`config.mk`:
```
export PLATFORM = sky130hd
export DESIGN_NAME = priority_lock_arbiter
export DESIGN_NICKNAME = d
export VERILOG_FILES = /design/src/rtl/pla_pkg.sv /design/src/rtl/pla_ctrl.sv /design/src/rtl/pla_datapath.sv /design/src/rtl/priority_lock_arbiter.sv
export SDC_FILE = /design/constraint.sdc
export NUM_CORES = 2
export LEC_CHECK = 0
export ABC_CLOCK_PERIOD_IN_PS = 8830
export BUFFER_PORTS_ARGS = -buffer_cell sky130_fd_sc_hd__buf_2
export CAP_MARGIN = 20
export CORE_AREA = 2 2 381 383
export DETAILED_ROUTE_END_ITERATION = 7
export DIE_AREA = 0 0 383 385
export GPL_TIMING_DRIVEN = 0
export PLACE_DENSITY = 0.54
export SLEW_MARGIN = 15
export SYNTH_ARGS = -nofsm -noshare
export SYNTH_HDL_FRONTEND = slang
export SYNTH_SLANG_ARGS = --single-unit
```
`constraint.sdc`:
```
create_clock -name clk -period 8.83 [get_ports clk]
set_input_delay 0 -clock clk [delete_from_list [all_inputs] [get_ports clk]]
set_output_delay 0 -clock clk [all_outputs]
set_load 0.02 [all_outputs]
```
`src/rtl/pla_pkg.sv`:
```
// ----------------------------------------------------------------------------
// pla_pkg
// Shared sizes, codes and controller/datapath bundles of the priority lock.
// ----------------------------------------------------------------------------
`timescale 1ns / 1ps
`default_nettype none

package pla_pkg;

  localparam int QUEUE_DEPTH = 64;
  localparam int ID_BITS     = 6;
  localparam int PRIO_BITS   = 8;

  // waiter table address, also wide enough for an arrival rank
  localparam int AW = $clog2(QUEUE_DEPTH);
  // waiter count, 0 .. QUEUE_DEPTH
  localparam int CW = $clog2(QUEUE_DEPTH + 1);

  localparam logic OP_ACQUIRE = 1'b0;
  localparam logic OP_RELEASE = 1'b1;

  typedef enum logic [2:0] {
    ST_GRANTED   = 3'd0,
    ST_QUEUED    = 3'd1,
    ST_PASSED    = 3'd2,
    ST_FREED     = 3'd3,
    ST_NOT_OWNER = 3'd4,
    ST_FULL      = 3'd5
  } status_t;

  typedef struct packed {
    logic [ID_BITS-1:0]   id;
    logic [PRIO_BITS-1:0] prio;
    logic [AW-1:0]        age;
  } entry_t;

  typedef struct packed {
    logic accept;
    logic age_up;
    logic scan;
    logic age_down;
  } cmd_t;

  typedef struct packed {
    logic queue;
    logic pass;
    logic sweep_last;
  } stat_t;

endpackage

`default_nettype wire

```
`src/rtl/pla_ctrl.sv`:
```
// ----------------------------------------------------------------------------
// pla_ctrl
// Sequencer of the priority lock: picks the table sweeps a request needs.
// ----------------------------------------------------------------------------
`timescale 1ns / 1ps
`default_nettype none

module pla_ctrl (
  input  logic            clk,
  input  logic            rst,
  input  logic            start,
  input  pla_pkg::stat_t  stat,
  output logic            busy,
  output pla_pkg::cmd_t   cmd
);

  typedef enum logic [3:0] {
    S_IDLE     = 4'b0001,
    S_AGE_UP   = 4'b0010,
    S_SCAN     = 4'b0100,
    S_AGE_DOWN = 4'b1000
  } state_t;

  state_t state;
  state_t state_next;

  always_comb begin
    state_next = state;
    unique case (state)
      S_IDLE: begin
        if (start) begin
          if (stat.queue) begin
            state_next = S_AGE_UP;
          end else if (stat.pass) begin
            state_next = S_SCAN;
          end
        end
      end
      S_AGE_UP: begin
        if (stat.sweep_last) state_next = S_IDLE;
      end
      S_SCAN: begin
        if (stat.sweep_last) state_next = S_AGE_DOWN;
      end
      S_AGE_DOWN: begin
        if (stat.sweep_last) state_next = S_IDLE;
      end
      default: state_next = S_IDLE;
    endcase
  end

  always_ff @(posedge clk) begin
    if (rst) begin
      state <= S_IDLE;
    end else begin
      state <= state_next;
    end
  end

  assign busy         = (state != S_IDLE);
  assign cmd.accept   = start && (state == S_IDLE);
  assign cmd.age_up   = (state == S_AGE_UP);
  assign cmd.scan     = (state == S_SCAN);
  assign cmd.age_down = (state == S_AGE_DOWN);

endmodule

`default_nettype wire

```
`src/rtl/pla_datapath.sv`:
```
// ----------------------------------------------------------------------------
// pla_datapath
// Lock state, waiter table memory with its sweep pipeline, and result register.
// ----------------------------------------------------------------------------
`timescale 1ns / 1ps
`default_nettype none

module pla_datapath (
  input  logic                           clk,
  input  logic                           rst,
  input  pla_pkg::cmd_t                  cmd,
  output pla_pkg::stat_t                 stat,
  input  logic                           operation,
  input  logic [pla_pkg::ID_BITS-1:0]    requester_id,
  input  logic [pla_pkg::PRIO_BITS-1:0]  priority_req,
  output logic                           done,
  output logic [2:0]                     status,
  output logic [pla_pkg::ID_BITS-1:0]    new_owner,
  output logic                           lock_held
);

  logic                            held;
  logic [pla_pkg::ID_BITS-1:0]     owner;
  logic [pla_pkg::QUEUE_DEPTH-1:0] valid;
  logic [pla_pkg::CW-1:0]          count;

  logic [pla_pkg::ID_BITS-1:0]     req_id;
  logic [pla_pkg::PRIO_BITS-1:0]   req_prio;

  pla_pkg::entry_t                 mem [pla_pkg::QUEUE_DEPTH];
  pla_pkg::entry_t                 rd_q;
  logic [pla_pkg::CW-1:0]          cnt;
  logic                            p_vld;
  logic [pla_pkg::AW-1:0]          p_addr;
  logic                            placed;
  logic                            found;
  logic [pla_pkg::AW-1:0]          best_idx;
  pla_pkg::entry_t                 best;

  logic                            sweep_on;
  logic                            issue;
  logic                            last;
  logic                            is_full;
  logic                            is_empty;
  logic                            is_owner;
  logic                            better;
  logic                            mem_we;
  pla_pkg::entry_t                 mem_wd;

  assign sweep_on = cmd.age_up || cmd.scan || cmd.age_down;
  assign issue    = sweep_on && (cnt < pla_pkg::CW'(pla_pkg::QUEUE_DEPTH));
  assign last     = p_vld && (p_addr == pla_pkg::AW'(pla_pkg::QUEUE_DEPTH - 1));
  assign is_full  = (count == pla_pkg::CW'(pla_pkg::QUEUE_DEPTH));
  assign is_empty = (count == '0);
  assign is_owner = held && (owner == requester_id);

  assign stat.queue      = (operation == pla_pkg::OP_ACQUIRE) && held && !is_full;
  assign stat.pass       = (operation == pla_pkg::OP_RELEASE) && is_owner && !is_empty;
  assign stat.sweep_last = last;

  // higher priority wins, on a tie the younger arrival
  assign better = valid[p_addr] &&
                  (!found || (rd_q.prio > best.prio) ||
                   ((rd_q.prio == best.prio) && (rd_q.age < best.age)));

  always_comb begin
    mem_we = 1'b0;
    mem_wd = rd_q;
    if (p_vld && cmd.age_up) begin
      if (valid[p_addr]) begin
        mem_we     = 1'b1;
        mem_wd.age = rd_q.age + 1'b1;
      end else if (!placed) begin
        mem_we      = 1'b1;
        mem_wd.id   = req_id;
        mem_wd.prio = req_prio;
        mem_wd.age  = '0;
      end
    end
    if (p_vld && cmd.age_down && valid[p_addr] && (rd_q.age > best.age)) begin
      mem_we     = 1'b1;
      mem_wd.age = rd_q.age - 1'b1;
    end
  end

  // read at the sweep counter, write back in the next cycle at the same entry
  always_ff @(posedge clk) begin
    if (mem_we) mem[p_addr] <= mem_wd;
    if (issue) begin
      rd_q   <= mem[cnt[pla_pkg::AW-1:0]];
      p_addr <= cnt[pla_pkg::AW-1:0];
    end
  end

  always_ff @(posedge clk) begin
    if (rst) begin
      held   <= 1'b0;
      owner  <= '0;
      valid  <= '0;
      count  <= '0;
      cnt    <= '0;
      p_vld  <= 1'b0;
      placed <= 1'b0;
      found  <= 1'b0;
      done   <= 1'b0;
    end else begin
      done  <= 1'b0;
      p_vld <= issue;
      if (issue) begin
        cnt <= cnt + 1'b1;
      end else if (last) begin
        cnt <= '0;
      end
      if (cmd.accept) begin
        placed <= 1'b0;
        found  <= 1'b0;
        done   <= !(stat.queue || stat.pass);
        if (operation == pla_pkg::OP_ACQUIRE) begin
          if (!held) begin
            held  <= 1'b1;
            owner <= requester_id;
          end
        end else if (is_owner && is_empty) begin
          held  <= 1'b0;
          owner <= '0;
        end
      end
      if (p_vld && cmd.age_up && !valid[p_addr] && !placed) begin
        valid[p_addr] <= 1'b1;
        placed        <= 1'b1;
      end
      if (p_vld && cmd.scan && better) found <= 1'b1;
      if (last && cmd.age_up) begin
        count <= count + 1'b1;
        done  <= 1'b1;
      end
      if (last && cmd.age_down) begin
        count           <= count - 1'b1;
        valid[best_idx] <= 1'b0;
        owner           <= best.id;
        done            <= 1'b1;
      end
    end
  end

  always_ff @(posedge clk) begin
    if (cmd.accept) begin
      req_id   <= requester_id;
      req_prio <= priority_req;
      if (operation == pla_pkg::OP_ACQUIRE) begin
        lock_held <= 1'b1;
        if (!held) begin
          status    <= pla_pkg::ST_GRANTED;
          new_owner <= requester_id;
        end else begin
          status    <= is_full ? pla_pkg::ST_FULL : pla_pkg::ST_QUEUED;
          new_owner <= owner;
        end
      end else if (!is_owner) begin
        status    <= pla_pkg::ST_NOT_OWNER;
        new_owner <= held ? owner : '0;
        lock_held <= held;
      end else begin
        status    <= pla_pkg::ST_FREED;
        new_owner <= '0;
        lock_held <= 1'b0;
      end
    end
    if (p_vld && cmd.scan && better) begin
      best_idx <= p_addr;
      best     <= rd_q;
    end
    if (last && cmd.age_up) begin
      status    <= pla_pkg::ST_QUEUED;
      new_owner <= owner;
      lock_held <= 1'b1;
    end
    if (last && cmd.age_down) begin
      status    <= pla_pkg::ST_PASSED;
      new_owner <= best.id;
      lock_held <= 1'b1;
    end
  end

`ifndef SYNTHESIS
  a_count_range: assert property (@(posedge clk) disable iff (rst)
    count <= pla_pkg::CW'(pla_pkg::QUEUE_DEPTH))
    else $error("waiter count out of range");

  // the new entry is marked valid mid-sweep, the count follows at its end
  a_count_valid: assert property (@(posedge clk) disable iff (rst)
    !sweep_on |-> ($countones(valid) == count))
    else $error("waiter count disagrees with valid bits");

  a_free_empty: assert property (@(posedge clk) disable iff (rst)
    !held |-> is_empty)
    else $error("waiters present on a free lock");

  a_sweep_mode: assert property (@(posedge clk) disable iff (rst)
    p_vld |-> sweep_on)
    else $error("table read outside a sweep");

  a_pass_found: assert property (@(posedge clk) disable iff (rst)
    (last && cmd.age_down) |-> found)
    else $error("hand-over without a chosen waiter");
`endif

endmodule

`default_nettype wire

```
`src/rtl/priority_lock_arbiter.sv`:
```
// ----------------------------------------------------------------------------
// priority_lock_arbiter
// Priority lock with a waiter table; a release hands over to the best waiter.
// ----------------------------------------------------------------------------
//  channel   handshake        payload
//  request   start / busy     operation, requester_id, priority_req
//  result    done (strobe)    status, new_owner, lock_held
//
//  grant, full, not-owner and free requests: result in the cycle after the beat
//  acquire that queues: one age-up sweep of the table
//  release that hands over: a scan then an age-down sweep, both through the
//  one read port and one write port of the waiter memory
//  rst is synchronous and empties the table; busy is low in the result cycle
//  results cannot be stalled, each done lasts exactly one cycle
// ----------------------------------------------------------------------------
`timescale 1ns / 1ps
`default_nettype none

module priority_lock_arbiter (
  input  logic                           clk,
  input  logic                           rst,
  input  logic                           start,
  output logic                           busy,
  input  logic                           operation,
  input  logic [pla_pkg::ID_BITS-1:0]    requester_id,
  input  logic [pla_pkg::PRIO_BITS-1:0]  priority_req,
  output logic                           done,
  output logic [2:0]                     status,
  output logic [pla_pkg::ID_BITS-1:0]    new_owner,
  output logic                           lock_held
);

  pla_pkg::cmd_t  cmd;
  pla_pkg::stat_t stat;

  pla_ctrl u_ctrl (
    .clk   (clk),
    .rst   (rst),
    .start (start),
    .stat  (stat),
    .busy  (busy),
    .cmd   (cmd)
  );

  pla_datapath u_datapath (
    .clk          (clk),
    .rst          (rst),
    .cmd          (cmd),
    .stat         (stat),
    .operation    (operation),
    .requester_id (requester_id),
    .priority_req (priority_req),
    .done         (done),
    .status       (status),
    .new_owner    (new_owner),
    .lock_held    (lock_held)
  );

endmodule

`default_nettype wire
```
==> summary.md <==
| Metric | Value |
|---|---|
| H-tree depth | 4 |
| Storage cell area | 42500 um2 |
| Area Overhead vs Synth | 16.9% |
| Largest net degree at the start of global routing | 65 |
| Post-cts resize count | 0 |
| Final Cycle Share | 55.5% |
| Final Slew Violations | 0 |
| Synthesized Nets | 2762 |
| Cells after Synth | 2725 |
| Die Y | 385 um |
| Layout cells sized above 1 | 30.4% |
| Final HPWL DP | 107000 um |
| Met3 usage | 4.30% |
| Postcts setup bufs | 0 |
| CP Data Required Time | 9330 ps |
| FF-to-FF Start | u_datapath.cnt[0] |
| Worst Reg-to-Reg Cells | 6 |
| Number of global-route vias before repair | 30047 |
| Mapped Area | 57100 um2 |
| Global-route wire length before repair | 218000 um |
| Final hold vios | 0 |
| Met1 Track Usage GR | 28.1% |
| Initial antenna violation count | 1 |
| Most frequent cells in the layout | edfxtp_1 (1352), mux4_2 (430), clkbuf_16 (157), clkbuf_1 (147), buf_4 (109) |
| Slew margin rel. | 17.0% |
| IO Pins | 30 |
| Post-DR vias/cell | 5.71 |
| Global route overflow | 0 |
| EDFF count, synth | 1352 |
| I/O Buffers | 28 |
| Syn avg cell area | 20.9 um2 |
| Crit-path max FO | 10 |
| Lkg Pwr | 0.0205 uW |
| Yosys Warn Count | 0 |
| Worst Setup End Kind | register |
| Final WL | 152000 um |
| GPL Wtd Cong | 0.883 |
| Clk Latency, worst-skew pair | 780 ps |
| R2R Setup Slk | 3930 ps |
| Placement Rows | 139 |
| Total Power | 13900 uW |
| Final setup violation count | 0 |
| Clock Skew | 25.8 ps |
| Least-Margin Pin Slew | 1240 ps |
| Startpoint Class | register |
| RR Endpoint | u_datapath.rd_q[3] |
| Cell Pwr Density | 208 nW/um2 |
| Max-Cap Viols | 0 |
| Logic pwr share | 1.9% |
| Final nets | 3137 |
| Max Freq | 204 MHz |
| Sequential fraction of the synthesis area | 74.5% |
| Worst EP arrival | 5400 ps |
| # fillers | 11862 |
| Drt first-iter violations | 2891 |
| Die ar. | 147000 um2 |
| CTS Buf Count | 153 |
| Post-synth ARST share | 0% |
| Area of the multi-input gates | 14100 um2 |
| Sink Count | 1449 |
| Chip width | 383 um |
| Initial Util | 39.9% |
| Drt drc | 0 |
| Antenna viol nets, final | 0 |
| Commonest non-fill, non-tap cell in the layout | edfxtp_1 |
| CTS tree | done |
| Sw frac | 20.0% |
| DR vias | 29285 |
| Met2 Usage GRT | 33.5% |
| Crit Path Category | reg2reg |
| Hold_buf cts | 32 |
| Crit. Startpoint | u_datapath.cnt[0] |
| End of the critical path | u_datapath.rd_q[3] |
| RSZ-0062 raised after global routing | no |
| Reg power frac | 53.7% |
| Tightest Hold Check Type | in2reg |
| GR peak layer | met2 |
| Peak supply drop | 0.145 mV |
| Hold depth | 5 |
| Status | finished clean |
| Clock transition at path regs | 60 ps |
| Minimum clock period after layout | 4900 ps |
| Routed wire per std cell | 29.7 um |
| Worst hold slack | 166 ps |
| Clock buffer depth | 3 |
| Clk root buf | clkbuf_16 |
| Int Pwr | 11100 uW |
| Distinct cells, synth | 64 |
| Area of the core | 143000 um2 |
| Ys flop type | edfxtp_1 |
| GRT Resource Usage Total | 20.9% |
| Synth Register Bits | 1449 |
| Utilization after layout | 46.6% |
| Drt first pass iters | 6 |
| Clock share of power | 44.4% |
| Switching power | 2770 uW |
## Yosys cell counts, types with 4 or more instances
cell,count,area [um2]
nand3_1,23,115
a22oi_1,6,45.0
edfxtp_1,1352,40600
xor2_1,9,78.8
buf_1,14,52.6
mux2i_1,22,220
buf_4,6,45.0
nand3b_1,11,82.6
a311oi_1,7,61.3
inv_1,28,105
a21o_1,4,30.0
and2_1,6,37.5
o21a_1,66,495
ha_1,19,238
nand2_1,47,176
a21oi_1,85,425
mux4_2,430,9680
o21ai_0,23,115
and3_1,7,43.8
nor3_1,140,701
xnor2_1,4,35.0
nor3b_1,6,45.0
nand2b_1,5,31.3
or3b_2,7,61.3
mux2_2,19,214
a31oi_1,7,43.8
clkbuf_1,123,462
buf_2,35,175
nor2_1,57,214
a22o_1,4,35.0
dfxtp_1,97,1940
o211ai_1,4,30.0
or3_1,6,37.5
## layer usage
layer	vias to the layer above	part of all wire [%]
met4	0	4.2
met2	1007	48
met5	-	0
met3	269	6.1
met1	15830	42
li1	12179	-
## worst min path at each step
stage / from / to
after floorplan: requester_id[0] / u_datapath.req_id[0]
after global placement: priority_req[6] / u_datapath.req_prio[6]
after detailed placement: priority_req[7] / u_datapath.req_prio[7]
after CTS: operation / u_datapath.held
after global routing: operation / u_datapath.held
final: operation / u_datapath.held
## cell families after synthesis
kind of cell,after synthesis,share of synthesized area (%)
muxes,471,17.7
and+or+nand+nor,336,3.02
adders and majority gates,20,0.434
xor gates and xnor gates,13,0.200
AOI/OAI and AO/OA,226,2.56
buffers and inverters,210,1.51
DFF,1449,74.5
## layout make-up
type,instances,area share (%)
clock inverters,80,1.02
flip-flops and latches,1449,63.8
multi-input cells,1066,21.1
repair buffers,220,3.04
inverters,31,0.174
well taps,1903,3.57
clock buffers,195,6.16
diodes,2,0.00750
plain buffers,179,1.14
## state kept, by name (all words and copies together) (netlist names), 3 cells and up
name                  count
u_datapath.owner          6
u_datapath.p_addr         6
u_datapath.rd_q          20
u_datapath.best_idx       6
u_datapath.cnt            7
u_datapath.count          7
u_datapath.req_id         6
u_datapath.new_owner      6
u_datapath.valid         64
u_ctrl.state              4
u_datapath.status         3
u_datapath.req_prio       8
u_datapath.mem         1280
u_datapath.best          20
## stage by stage
stage / area, um2 / worst slack [ps] / instances / setup TNS [ps]
after floorplan: 57100 / 3400 / 2725 / 0
after global placement: 59600 / -1990 / 4656 / -126860
after detailed placement: 61500 / 4010 / 4810 / 0
after CTS: 66600 / 3970 / 5117 / 0
after global routing: 66700 / 3770 / 5123 / 0
final: 66700 / 3930 / 5125 / 0
## critical path, cell delays in order, from the launching register on
cell and delay (ps):
dfxtp_1 390, clkbuf_1 810, clkbuf_1 860, buf_1 760, mux4_2 620, mux4_2 590, mux4_2 560
## power groups by stage
stage	Sequential [uW]	Clock, uW	Combinational (uW)
floorplan	7610	0	144
global placement	7610	0	239
detailed placement	7610	0	251
CTS	7460	6290	264
global route	7460	6550	284
finish	7460	6170	263
No activity file was read; power rests on OpenSTA's default activity.
